--- src/rtl/core/derpd_pkg.sv ---
`timescale 1ns / 1ps
`default_nettype none

package derpd_pkg;

  // Long-form lengths with more octets than this are not decoded
  localparam int unsigned MaxLengthOctets = 4;
  // Width of the running byte position within a message
  localparam int unsigned IndexWidth = 32;

  localparam logic [7:0]  IdBoolean  = 8'h01;
  localparam logic [7:0]  IdInteger  = 8'h02;
  localparam logic [7:0]  LenIndef   = 8'h80;
  localparam logic [7:0]  LenReserved = 8'hFF;
  localparam logic [31:0] LenTooBig  = 32'h8000_0000;

  typedef enum logic [1:0] {
    MODE_BOOLEAN = 2'd0,
    MODE_INTEGER = 2'd1,
    MODE_LENGTH  = 2'd2,
    MODE_RSVD    = 2'd3
  } mode_e;

  typedef enum logic [0:0] {
    CFG_DECODE_MODE   = 1'b0,
    CFG_ELEMENT_START = 1'b1
  } cfg_idx_e;

  typedef enum logic [2:0] {
    ST_OK            = 3'd0,
    ST_BAD_VALUE     = 3'd1,
    ST_UNIMPL_VALUE  = 3'd2,
    ST_INDEFINITE    = 3'd3,
    ST_BAD_LENGTH    = 3'd4,
    ST_UNIMPL_LENGTH = 3'd5
  } status_e;

  typedef enum logic [2:0] {
    PH_SKIP      = 3'd0,
    PH_LEN_FIRST = 3'd1,
    PH_LEN_MORE  = 3'd2,
    PH_VALUE     = 3'd3,
    PH_DONE      = 3'd4
  } phase_e;

  typedef struct packed {
    logic [IndexWidth-1:0] pos;
    phase_e                phase;
    logic [6:0]            len_left;
    logic [31:0]           len_acc;
    logic [30:0]           val_left;
    logic [31:0]           val_acc;
    logic [7:0]            first_oct;
  } state_t;

  typedef struct packed {
    logic        valid;
    status_e     status;
    logic [31:0] value;
    logic [31:0] stop;
  } result_t;

endpackage

`default_nettype wire

--- src/rtl/core/derpd_step.sv ---
`timescale 1ns / 1ps
`default_nettype none

module derpd_step (
  input  derpd_pkg::state_t  cur_i,
  input  logic [7:0]         byte_i,
  input  logic               last_i,
  input  derpd_pkg::mode_e   mode_i,
  input  logic [31:0]        start_i,
  output derpd_pkg::state_t  nxt_o,
  output derpd_pkg::result_t res_o
);
  import derpd_pkg::*;

  logic                  len_only;
  logic [IndexWidth-1:0] start_idx;
  logic [63:0]           start_ext;
  logic [63:0]           pos_ext;
  logic [31:0]           acc_more;
  logic [31:0]           val_acc_new;
  logic [30:0]           val_left_new;
  logic [7:0]            first_new;
  logic [7:0]            second;
  logic                  lf_go;
  logic                  ld_go;
  logic [31:0]           ld_len;
  logic                  vd_go;
  result_t               vd_res;
  state_t                nxt;
  result_t               res;

  assign len_only  = mode_i[1];
  assign start_ext = {32'd0, start_i};
  assign start_idx = start_ext[IndexWidth-1:0];
  assign pos_ext   = {{(64 - IndexWidth){1'b0}}, cur_i.pos};

  // Saturate once the accumulator cannot take another octet
  assign acc_more     = (cur_i.len_acc > 32'h007F_FFFF) ? LenTooBig
                                                        : {cur_i.len_acc[23:0], byte_i};
  assign val_acc_new  = {cur_i.val_acc[23:0], byte_i};
  assign val_left_new = cur_i.val_left - 31'd1;
  assign first_new    = ({1'b0, cur_i.val_left} == cur_i.len_acc) ? byte_i : cur_i.first_oct;

  // End of value octets
  always_comb begin
    vd_res        = '0;
    vd_res.valid  = 1'b1;
    vd_res.status = ST_OK;
    vd_res.stop   = pos_ext[31:0];
    case (cur_i.len_acc[1:0])
      2'd2:    second = val_acc_new[7:0];
      2'd3:    second = val_acc_new[15:8];
      default: second = val_acc_new[23:16];
    endcase
    if (mode_i == MODE_BOOLEAN) begin
      if (cur_i.len_acc != 32'd1) begin
        vd_res.status = ST_BAD_VALUE;
      end else if (val_acc_new[7:0] == 8'hFF) begin
        vd_res.value = 32'd1;
      end else if (val_acc_new[7:0] != 8'h00) begin
        vd_res.status = ST_BAD_VALUE;
      end
    end else if (cur_i.len_acc > 32'd4) begin
      vd_res.status = ST_UNIMPL_VALUE;
    end else if (cur_i.len_acc >= 32'd2 &&
                 ((first_new == 8'h00 && !second[7]) ||
                  (first_new == 8'hFF && second[7]))) begin
      // redundant leading octet
      vd_res.status = ST_BAD_VALUE;
    end else begin
      vd_res.value = val_acc_new;
      if (first_new[7]) begin
        case (cur_i.len_acc[2:0])
          3'd1:    vd_res.value = val_acc_new | 32'hFFFF_FF00;
          3'd2:    vd_res.value = val_acc_new | 32'hFFFF_0000;
          3'd3:    vd_res.value = val_acc_new | 32'hFF00_0000;
          default: vd_res.value = val_acc_new;
        endcase
      end
    end
  end

  always_comb begin
    nxt        = cur_i;
    res        = '0;
    res.status = ST_OK;
    res.stop   = pos_ext[31:0];
    lf_go      = 1'b0;
    ld_go      = 1'b0;
    ld_len     = '0;
    vd_go      = 1'b0;

    case (cur_i.phase)
      PH_SKIP: begin
        if (cur_i.pos == start_idx) begin
          if (len_only) begin
            lf_go = 1'b1;
          end else if (byte_i == ((mode_i == MODE_BOOLEAN) ? IdBoolean : IdInteger)) begin
            nxt.phase = PH_LEN_FIRST;
          end else begin
            res.valid  = 1'b1;
            res.status = ST_BAD_VALUE;
          end
        end
      end
      PH_LEN_FIRST: begin
        lf_go = 1'b1;
      end
      PH_LEN_MORE: begin
        nxt.len_acc  = acc_more;
        nxt.len_left = cur_i.len_left - 7'd1;
        if (cur_i.len_left == 7'd1) begin
          ld_go  = 1'b1;
          ld_len = acc_more;
        end
      end
      PH_VALUE: begin
        nxt.first_oct = first_new;
        nxt.val_acc   = val_acc_new;
        nxt.val_left  = val_left_new;
        vd_go         = (val_left_new == '0);
      end
      default: ;
    endcase

    // first length octet
    if (lf_go) begin
      if (byte_i == LenIndef) begin
        res.valid  = 1'b1;
        res.status = len_only ? ST_INDEFINITE : ST_BAD_VALUE;
      end else if (!byte_i[7]) begin
        ld_go  = 1'b1;
        ld_len = {24'd0, byte_i};
      end else if (byte_i == LenReserved) begin
        res.valid  = 1'b1;
        res.status = len_only ? ST_BAD_LENGTH : ST_BAD_VALUE;
      end else begin
        nxt.len_left = byte_i[6:0];
        nxt.len_acc  = (byte_i[6:0] > 7'(MaxLengthOctets)) ? LenTooBig : '0;
        nxt.phase    = PH_LEN_MORE;
      end
    end

    // length complete
    if (ld_go) begin
      if (ld_len[31]) begin
        res.valid  = 1'b1;
        res.status = len_only ? ST_UNIMPL_LENGTH : ST_BAD_VALUE;
      end else if (len_only) begin
        res.valid = 1'b1;
        res.value = ld_len;
      end else if (ld_len == '0) begin
        res.valid  = 1'b1;
        res.status = ST_BAD_VALUE;
      end else begin
        nxt.phase    = PH_VALUE;
        nxt.len_acc  = ld_len;
        nxt.val_left = ld_len[30:0];
        nxt.val_acc  = '0;
      end
    end

    if (vd_go) begin
      res = vd_res;
    end

    if (res.valid) begin
      nxt.phase = PH_DONE;
    end

    if (last_i) begin
      // truncated element or start never reached
      if (!res.valid && cur_i.phase != PH_DONE) begin
        res.valid  = 1'b1;
        res.status = len_only ? ST_BAD_LENGTH : ST_BAD_VALUE;
        res.value  = '0;
      end
      nxt.pos   = '0;
      nxt.phase = PH_SKIP;
    end else begin
      nxt.pos = cur_i.pos + IndexWidth'(1);
    end
  end

  assign nxt_o = nxt;
  assign res_o = res;

endmodule

`default_nettype wire

--- src/rtl/core/der_primitive_decoder.sv ---
// Streaming decoder for one primitive DER element per message.
// Input channel: one message octet per beat on data_byte_i, with last_byte_i
// flagging the final octet. A beat is taken when in_valid_i is high and
// in_stall_o is low. Octets before the configured element_start are skipped,
// then one element is decoded as BOOLEAN, INTEGER or bare length octets.
// Output channel: exactly one result beat per message (status, value, stop
// index), taken when out_valid_o is high and out_stall_i is low. The result
// is registered when the deciding octet leaves the input register through
// the step logic, and is offered on the output from there.
// Throughput: one octet per cycle while in_stall_o is low; each octet
// passes one input register, one step of compare and shift-accumulate
// logic and, if it decides the element, the result register.
// Stalls: while a result waits under out_stall_i and the input register
// holds an octet, in_stall_o rises; otherwise octets keep flowing.
// Reset: asynchronous, active low; both registers empty, decoder back to
// skipping at byte position zero, decode_mode 0 and element_start 0.
// Configuration: cfg_we_i writes register cfg_idx_i (0 decode_mode,
// 1 element_start) with cfg_data_i; write only while the block is idle.
`timescale 1ns / 1ps
`default_nettype none

module der_primitive_decoder (
  input  logic               clk_i,
  input  logic               rst_ni,
  input  logic               cfg_we_i,
  input  logic [0:0]         cfg_idx_i,
  input  logic [31:0]        cfg_data_i,
  input  logic               in_valid_i,
  output logic               in_stall_o,
  input  logic [7:0]         data_byte_i,
  input  logic               last_byte_i,
  output logic               out_valid_o,
  input  logic               out_stall_i,
  output logic [2:0]         result_status_o,
  output logic signed [31:0] decoded_value_o,
  output logic [31:0]        stop_index_o
);
  import derpd_pkg::*;

  // configuration
  mode_e       mode_q;
  logic [31:0] start_q;

  // input register
  logic        in_valid_q;
  logic [7:0]  byte_q;
  logic        last_q;

  // decoder state and result register
  state_t      state_q, state_d;
  result_t     res_d;
  logic        out_valid_q;
  status_e     out_status_q;
  logic [31:0] out_value_q;
  logic [31:0] out_stop_q;

  logic        out_free;
  logic        advance;

  // result slot frees up this cycle, so the held octet can be decoded
  assign out_free   = !out_valid_q || !out_stall_i;
  assign advance    = in_valid_q && out_free;
  assign in_stall_o = in_valid_q && !out_free;

  derpd_step u_step (
    .cur_i   (state_q),
    .byte_i  (byte_q),
    .last_i  (last_q),
    .mode_i  (mode_q),
    .start_i (start_q),
    .nxt_o   (state_d),
    .res_o   (res_d)
  );

  always_ff @(posedge clk_i or negedge rst_ni) begin
    if (!rst_ni) begin
      mode_q   <= MODE_BOOLEAN;
      start_q  <= '0;
    end else if (cfg_we_i) begin
      case (cfg_idx_i)
        CFG_DECODE_MODE:   mode_q  <= mode_e'(cfg_data_i[1:0]);
        CFG_ELEMENT_START: start_q <= cfg_data_i;
        default: ;
      endcase
    end
  end

  always_ff @(posedge clk_i or negedge rst_ni) begin
    if (!rst_ni) begin
      in_valid_q <= 1'b0;
    end else if (!in_stall_o) begin
      in_valid_q <= in_valid_i;
    end
  end

  always_ff @(posedge clk_i) begin
    if (in_valid_i && !in_stall_o) begin
      byte_q <= data_byte_i;
      last_q <= last_byte_i;
    end
  end

  // all-zero state is position zero, skipping
  always_ff @(posedge clk_i or negedge rst_ni) begin
    if (!rst_ni) begin
      state_q         <= '0;
      out_valid_q     <= 1'b0;
    end else begin
      if (advance) begin
        state_q <= state_d;
      end
      if (advance && res_d.valid) begin
        out_valid_q <= 1'b1;
      end else if (!out_stall_i) begin
        out_valid_q <= 1'b0;
      end
    end
  end

  always_ff @(posedge clk_i) begin
    if (advance && res_d.valid) begin
      out_status_q <= res_d.status;
      out_value_q  <= res_d.value;
      out_stop_q   <= res_d.stop;
    end
  end

  assign out_valid_o     = out_valid_q;
  assign result_status_o = out_status_q;
  assign decoded_value_o = signed'(out_value_q);
  assign stop_index_o    = out_stop_q;

endmodule

`default_nettype wire

--- config.mk ---
export PLATFORM = sky130hd
export DESIGN_NAME = der_primitive_decoder
export DESIGN_NICKNAME = d
export VERILOG_FILES = /design/src/rtl/core/derpd_pkg.sv /design/src/rtl/core/derpd_step.sv /design/src/rtl/core/der_primitive_decoder.sv
export SDC_FILE = /design/constraint.sdc
export NUM_CORES = 1
export LEC_CHECK = 0
export BUFFER_PORTS_ARGS = -buffer_cell sky130_fd_sc_hd__buf_2
export CORE_MARGIN = 10
export CORE_UTILIZATION = 40
export DETAILED_ROUTE_END_ITERATION = 10
export GPL_TIMING_DRIVEN = 0
export PLACE_DENSITY_LB_ADDON = 0.25
export SYNTH_ARGS = -nofsm -noshare
export SYNTH_HDL_FRONTEND = slang
export SYNTH_HIERARCHICAL = 1
export SYNTH_SLANG_ARGS = --single-unit
--- constraint.sdc ---
create_clock -name clk_i -period 16.5 [get_ports clk_i]
set_input_delay 3.3 -clock clk_i [delete_from_list [all_inputs] [get_ports clk_i]]
set_output_delay 3.3 -clock clk_i [all_outputs]
set_load 0.05 [all_outputs]
==> flow_summary_export.csv, run 1 <==
group,metric,value,unit
drt,postRouteWirelength,40800,um
global_routing,grt_start_max_net_pins,111,
power,maximum_ir_drop_on_the_vdd_rail,0.0858,mV
clock_network,cts_setup_buffers,0,
worst_setup_path,worst_path_required_time,13.20,ns
clock_network,cts_hold_repair.buffers,0,
drt,drt_pre_antenna_iters,7,
floorplan,fp-row-count,69,
global_routing,first_global_vias,10600,
worst_setup_path,path_class,"primary input to output pin",
floorplan,dieArea,43600,um2
power,power,1.48,mW
min_path,hold_path_class,"flip-flop to flip-flop",
clock_network,ctsLongestPathBuffers,3,
cells_and_area,drive_above_1_share,0.294,
timing,hold_violations,0,
drt,final_antenna_net_count,0,
synth,yosysWarnings,6,
worst_setup_path,setup.worst_path.end,"in_stall_o",
worst_setup_path,worstRegToRegCells,14,
cells_and_area,commonest_non_fill_non_tap_cell_in_the_layout,"dfrtp_1",
clock_network,cts_resized,0,
clock_network,clock_tree_from_tritoncts,"built",
placement,detailed_place_hpwl,29700,um
drt,drt_drc_violations_left,0,
global_routing,antenna_found_initial,2,
timing,crit_path_time_final,7.20,ns
clock_network,cts_sinks,249,
job,cap_violations,0,
timing,finalMaxSlewViolations,0,
global_routing,grt_first_pass_wirelength,64200,um
cells_and_area,antenna_cells_inserted,0,
drt,drt-wirelength-per-cell,21.0,um
clock_network,deepest_level_of_the_cts_h_tree,1,
clock_network,worst_skew_pair.late_latency,0.55,ns
timing,tcrit_tclk_final,0.436,
drt,via_per_inst,5.45,
worst_setup_path,worstPathArrival,3.90,ns
worst_setup_path,worst_path_max_fanout,4,
placement,place_congestion,0.888,
cells_and_area,layout.cells.most_common_list,"dfrtp_1 (173), nand2_1 (149), mux2_2 (131), buf_2 (122), xor2_1 (93)",
drt,detailroute.via_count,10600,
placement,place.port_buffers,115,
timing,max_fclk,0.139,GHz
worst_setup_path,critPathLaunch,"out_stall_i",
floorplan,initial_core_util,0.403,
timing,fin_hold_ws,0.503,ns
timing,worstMarginPinSlew,1.41,ns
timing,clock-skew-final,0.0172,ns
timing,slew_margin_rel,0.0506,
placement,dp_cells,1891,
clock_network,numCtsBuffers,28,
worst_setup_path,r2r_end,"decoded_value_o[31]",
timing,rsz_0062_raised_after_global_routing,"false",
synth,syn_area,14200,um2
worst_setup_path,setup.worst_path.start_class,"primary input",
clock_network,clkSlewWorstSetupHoldPaths,0.05,ns
floorplan,fp.dieH,209,um
cells_and_area,syn2layout_area_growth,15.2,%
placement,pre_cts_slack,9.31,ns
worst_setup_path,r2r_setup_slack,11.78,ns
timing,setup-tns-final,0,ns
run_status,result_of_the_run,"finished clean",
global_routing,gr-total-overflow,0,
power,power_per_cell_area,90.2,nW/um2
synth,postSynthCellCount,1312,
floorplan,io_pins,116,
cells_and_area,fillCellCount,3318,
synth,syn_avg_cell_area,10.9,um2
synth,synthesis.nets,1364,
floorplan,fp.coreArea,35400,um2
clock_network,cts.root.buffer_cell,"clkbuf_16",
cells_and_area,final-instance-count-excl-fill,1943,
cells_and_area,fin_nets,1512,
timing,layout_setup_ws,9.30,ns
global_routing,global_route.usage.total,0.183,
power,p_leak,7.22,nW
drt,drt_iter0_drc,682,
floorplan,die-width,209,um
timing,report.final.setup_viol,0,
worst_setup_path,critical_path.endpoint_type,"output pin",
worst_setup_path,regToRegStartpoint,"state_q[40]",
==> worst min path at each step <==
stage,startpoint,end,slack (ns),cells after the start
final,state_q[47],state_q[47],0.50,1
after global routing,state_q[47],state_q[47],0.51,1
after CTS,state_q[47],state_q[47],0.51,1
after detailed placement,state_q[56],state_q[56],0.49,1
after global placement,state_q[44],state_q[44],0.49,1
after floorplan,state_q[44],state_q[44],0.48,1
==> per-layer routing <==
metal  vias to the layer above  GRT usage  part of all wire
met5                         -          0           0.00066
met4                         4     0.0437             0.022
met3                        54     0.0339             0.064
met2                       327      0.302              0.47
met1                      5247      0.244              0.44
li1                       4963          -                 -
==> critical path: stages <==
cell	delay [ns]
buf_2	0.15
nand3_1	0.12
inv_1	0.07
buf_2	0.25
==> through the flow <==
stage / instance area (um2) / utilization
2_1_floorplan: 14200 / -
3_3_place_gp: 15400 / 0.435
3_5_place_dp: 15500 / 0.438
4_1_cts: 16400 / 0.464
5_1_grt: 16400 / 0.464
6_report: 16400 / 0.464
==> layout make-up <==
cell class,count,area (um2),share of cell area
clock inverters,16,159,0.00968
flip-flops and latches,249,6610,0.403
plain buffers,113,718,0.0437
inverters,25,93.8,0.00571
repair buffers,118,653,0.0398
multi-input cells,925,6840,0.416
well taps,461,577,0.0351
clock buffers,36,772,0.0470
==> registers in the layout, indices dropped and copies added, names as in the netlist <==
name and count:
byte_q 8, decoded_value_o 32, in_valid_q 1, last_q 1, mode_q 2, out_valid_o 1
result_status_o 3, start_q 32, state_q 137, stop_index_o 32
==> where the power goes <==
group	leakage [nW]	internal [mW]	switching (mW)	total (mW)
clock network	0.442	0.376	0.257	0.633
logic	3.73	0.0601	0.101	0.162
registers	3.04	0.665	0.0223	0.687
Note: power is estimated with default switching activity, not from simulation.
==> run 2: changes to the inputs <==
--- a/config.mk
+++ b/config.mk
@@ -5,6 +5,7 @@
 export SDC_FILE = /design/constraint.sdc
 export NUM_CORES = 1
 export LEC_CHECK = 0
+export ABC_AREA = 1
 export BUFFER_PORTS_ARGS = -buffer_cell sky130_fd_sc_hd__buf_2
 export CORE_MARGIN = 10
 export CORE_UTILIZATION = 40
==> constraint.sdc (replaced) <==
create_clock -name clk_i -period 6.5 [get_ports clk_i]
set_input_delay 1.3 -clock clk_i [delete_from_list [all_inputs] [get_ports clk_i]]
set_output_delay 1.3 -clock clk_i [all_outputs]
set_load 0.05 [all_outputs]
==> run 2 against run 1 <==
Sequential power grew to 2.5 times the previous value. Die area grew 14%. Critical endpoint is now decoded_value_o[15]. Largest cell class unchanged. Highest routed layer is now met4. Core utilization shrank 0.14 points. Sequential cell count stayed put.
==> flow_summary_export.csv, run 2 <==
group,metric,value,unit
clock_network,cts_sinks,249,
job,cap_violations,0,
worst_setup_path,worstPathArrival,4.73,ns
placement,place_congestion,0.976,
global_routing,global_route.usage.total,0.240,
timing,report.final.setup_viol,0,
cells_and_area,drive_above_1_share,0.131,
cells_and_area,layout.cells.most_common_list,"nand2_1 (818), inv_1 (246), nand3_1 (239), nor2_1 (188), dfrtp_1 (173)",
placement,place.port_buffers,113,
global_routing,first_global_vias,16000,
cells_and_area,fin_util,0.462,
run_status,result_of_the_run,"finished clean",
synth,yosysWarnings,6,
cells_and_area,multi_input_gate_area_in_the_final_layout,8080,um2
clock_network,clkSlewWorstSetupHoldPaths,0.06,ns
timing,tcrit_tclk_final,0.685,
drt,detailroute.via_count,16700,
floorplan,fp-row-count,74,
floorplan,initial_core_util,0.405,
timing,crit_path_time_final,4.45,ns
synth,syn_area,16500,um2
placement,postPlaceCellArea,17800,um2
floorplan,io_pins,116,
global_routing,grt_first_pass_wirelength,95100,um
worst_setup_path,worst_path_required_time,6.77,ns
power,p_leak,9.71,nW
worst_setup_path,worst_path_max_fanout,34,
worst_setup_path,crit_path_top_delay_cell,"dfrtp_1",
power,power,3.98,mW
placement,detailed_place_hpwl,46500,um
floorplan,fp.dieH,223,um
clock_network,cts_setup_buffers,0,
timing,worstMarginPinSlew,0.905,ns
synth,syn_avg_cell_area,6.89,um2
floorplan,die-width,223,um
drt,drt_pre_antenna_iters,6,
clock_network,cts_resized,0,
timing,rsz_0062_raised_after_global_routing,"false",
timing,finalMaxSlewViolations,0,
global_routing,antenna_found_initial,0,
cells_and_area,fillCellCount,4211,
cells_and_area,antenna_cells_inserted,0,
cells_and_area,area.sequential,6610,um2
timing,max_fclk,0.225,GHz
clock_network,numCtsBuffers,31,
worst_setup_path,path_class,"flip-flop to flip-flop",
drt,drt_iter0_drc,1868,
power,power_per_cell_area,211,nW/um2
cells_and_area,fin_area,18900,um2
power,maximum_ir_drop_on_the_vdd_rail,0.176,mV
worst_setup_path,cell_repeated_most_along_the_worst_path,"nor2_1",
clock_network,clock_tree_from_tritoncts,"built",
timing,clock-skew-final,0.0457,ns
min_path,hold_path_class,"flip-flop to flip-flop",
synth,postSynthCellCount,2397,
global_routing,grt_start_max_net_pins,112,
cells_and_area,largest_register_ffs,137,
cells_and_area,syn2layout_area_growth,14.3,%
drt,via_per_inst,5.38,
drt,postRouteWirelength,61200,um
worst_setup_path,critical_path.max_stage_delay,0.55,ns
global_routing,gr-total-overflow,0,
cells_and_area,commonest_non_fill_non_tap_cell_in_the_layout,"nand2_1",
floorplan,dieArea,49800,um2
cells_and_area,fin_nets,2598,
drt,drt-wirelength-per-cell,19.7,um
drt,final_antenna_net_count,0,
timing,setup-tns-final,0,ns
clock_network,ctsLongestPathBuffers,3,
worst_setup_path,timing.critical_path.cells,"inv_2 > ha_1 > nand2_1 > nand2_1 > nand2_1 > nor2_1 > nand3_1 > nor2_1 > nand3_1 > nor2_1 > nand3_1 > nor2_1 > nand3_1 > nor2_2 > nand3_1 > nor2_1 > nor2_1 > nand2_1 > inv_1 > nor2_4 > buf_12",
clock_network,cts_hold_repair.buffers,0,
drt,drt_drc_violations_left,0,
cells_and_area,registers.top_by_ff_count,"state_q",
worst_setup_path,setup.worst_path.start_class,"flip-flop",
clock_network,cts.root.buffer_cell,"clkbuf_16",
worst_setup_path,critical_path.endpoint_type,"flip-flop",
floorplan,fp.coreArea,40800,um2
clock_network,deepest_level_of_the_cts_h_tree,1,
clock_network,worst_skew_pair.late_latency,0.62,ns
timing,slew_margin_rel,0.394,
synth,synthesis.nets,2449,
timing,hold_violations,0,
run 2: power breakdown:
group	switching (mW)	internal, mW	leakage [nW]
Clock	0.724	1.06	0.496
Sequential	0.0458	1.67	3.11
Combinational	0.349	0.128	6.10
Total	1.12	2.86	9.71
run 2: worst max-delay path: cells and delay by family, from the launching register on:
family	cells	cell delay, ns
adder cells (fa/ha/maj)	1	0.27
flip-flops	1	0.55
AND/OR/NAND/NOR	17	2.63
buffers and inverters	3	0.63
run 2: per-layer routing:
metal / part of all wire / wire length (um) / track usage / up-vias
met3: 0.081 / 4940 / 0.0400 / 107
met4: 0.029 / 1780 / 0.0730 / 0
met2: 0.44 / 26800 / 0.369 / 680
met1: 0.45 / 27700 / 0.336 / 7892
met5: 0 / 0 / 0 / -
li1: - / - / - / 8029
run 2: cell type report:
cell class              count  share of cell area
clock inverters            18              0.0115
clock buffers              40              0.0439
plain buffers             154              0.0460
well taps                 532              0.0352
multi-input cells        1736               0.428
flip-flops and latches    249               0.350
repair buffers            116              0.0341
inverters                 258              0.0513
run 2: final timing paths:
path | start | endpoint | slack (ns) | depth (start not counted)
setup / recovery | state_q[40] | decoded_value_o[15] | 2.05 | 21
min in group asynchronous | rst_ni | state_q[71] | 0.67 | 1
hold reg to reg | state_q[72] | state_q[72] | 0.47 | 2
max in group asynchronous | rst_ni | state_q[16] | 4.87 | 2
hold / removal | state_q[72] | state_q[72] | 0.47 | 2
setup reg to reg | state_q[40] | decoded_value_o[15] | 2.05 | 21
run 2: per-stage QoR:
step / setup slack, ns / hold slack (ns) / cells
4_1_cts: 2.19 / 0.472 / 3103
3_3_place_gp: -1.60 / 0.452 / 3042
6_report: 2.05 / 0.475 / 3103
5_1_grt: 1.84 / 0.501 / 3103
2_1_floorplan: 0.956 / 0.437 / 2397
3_5_place_dp: 2.25 / 0.459 / 3045
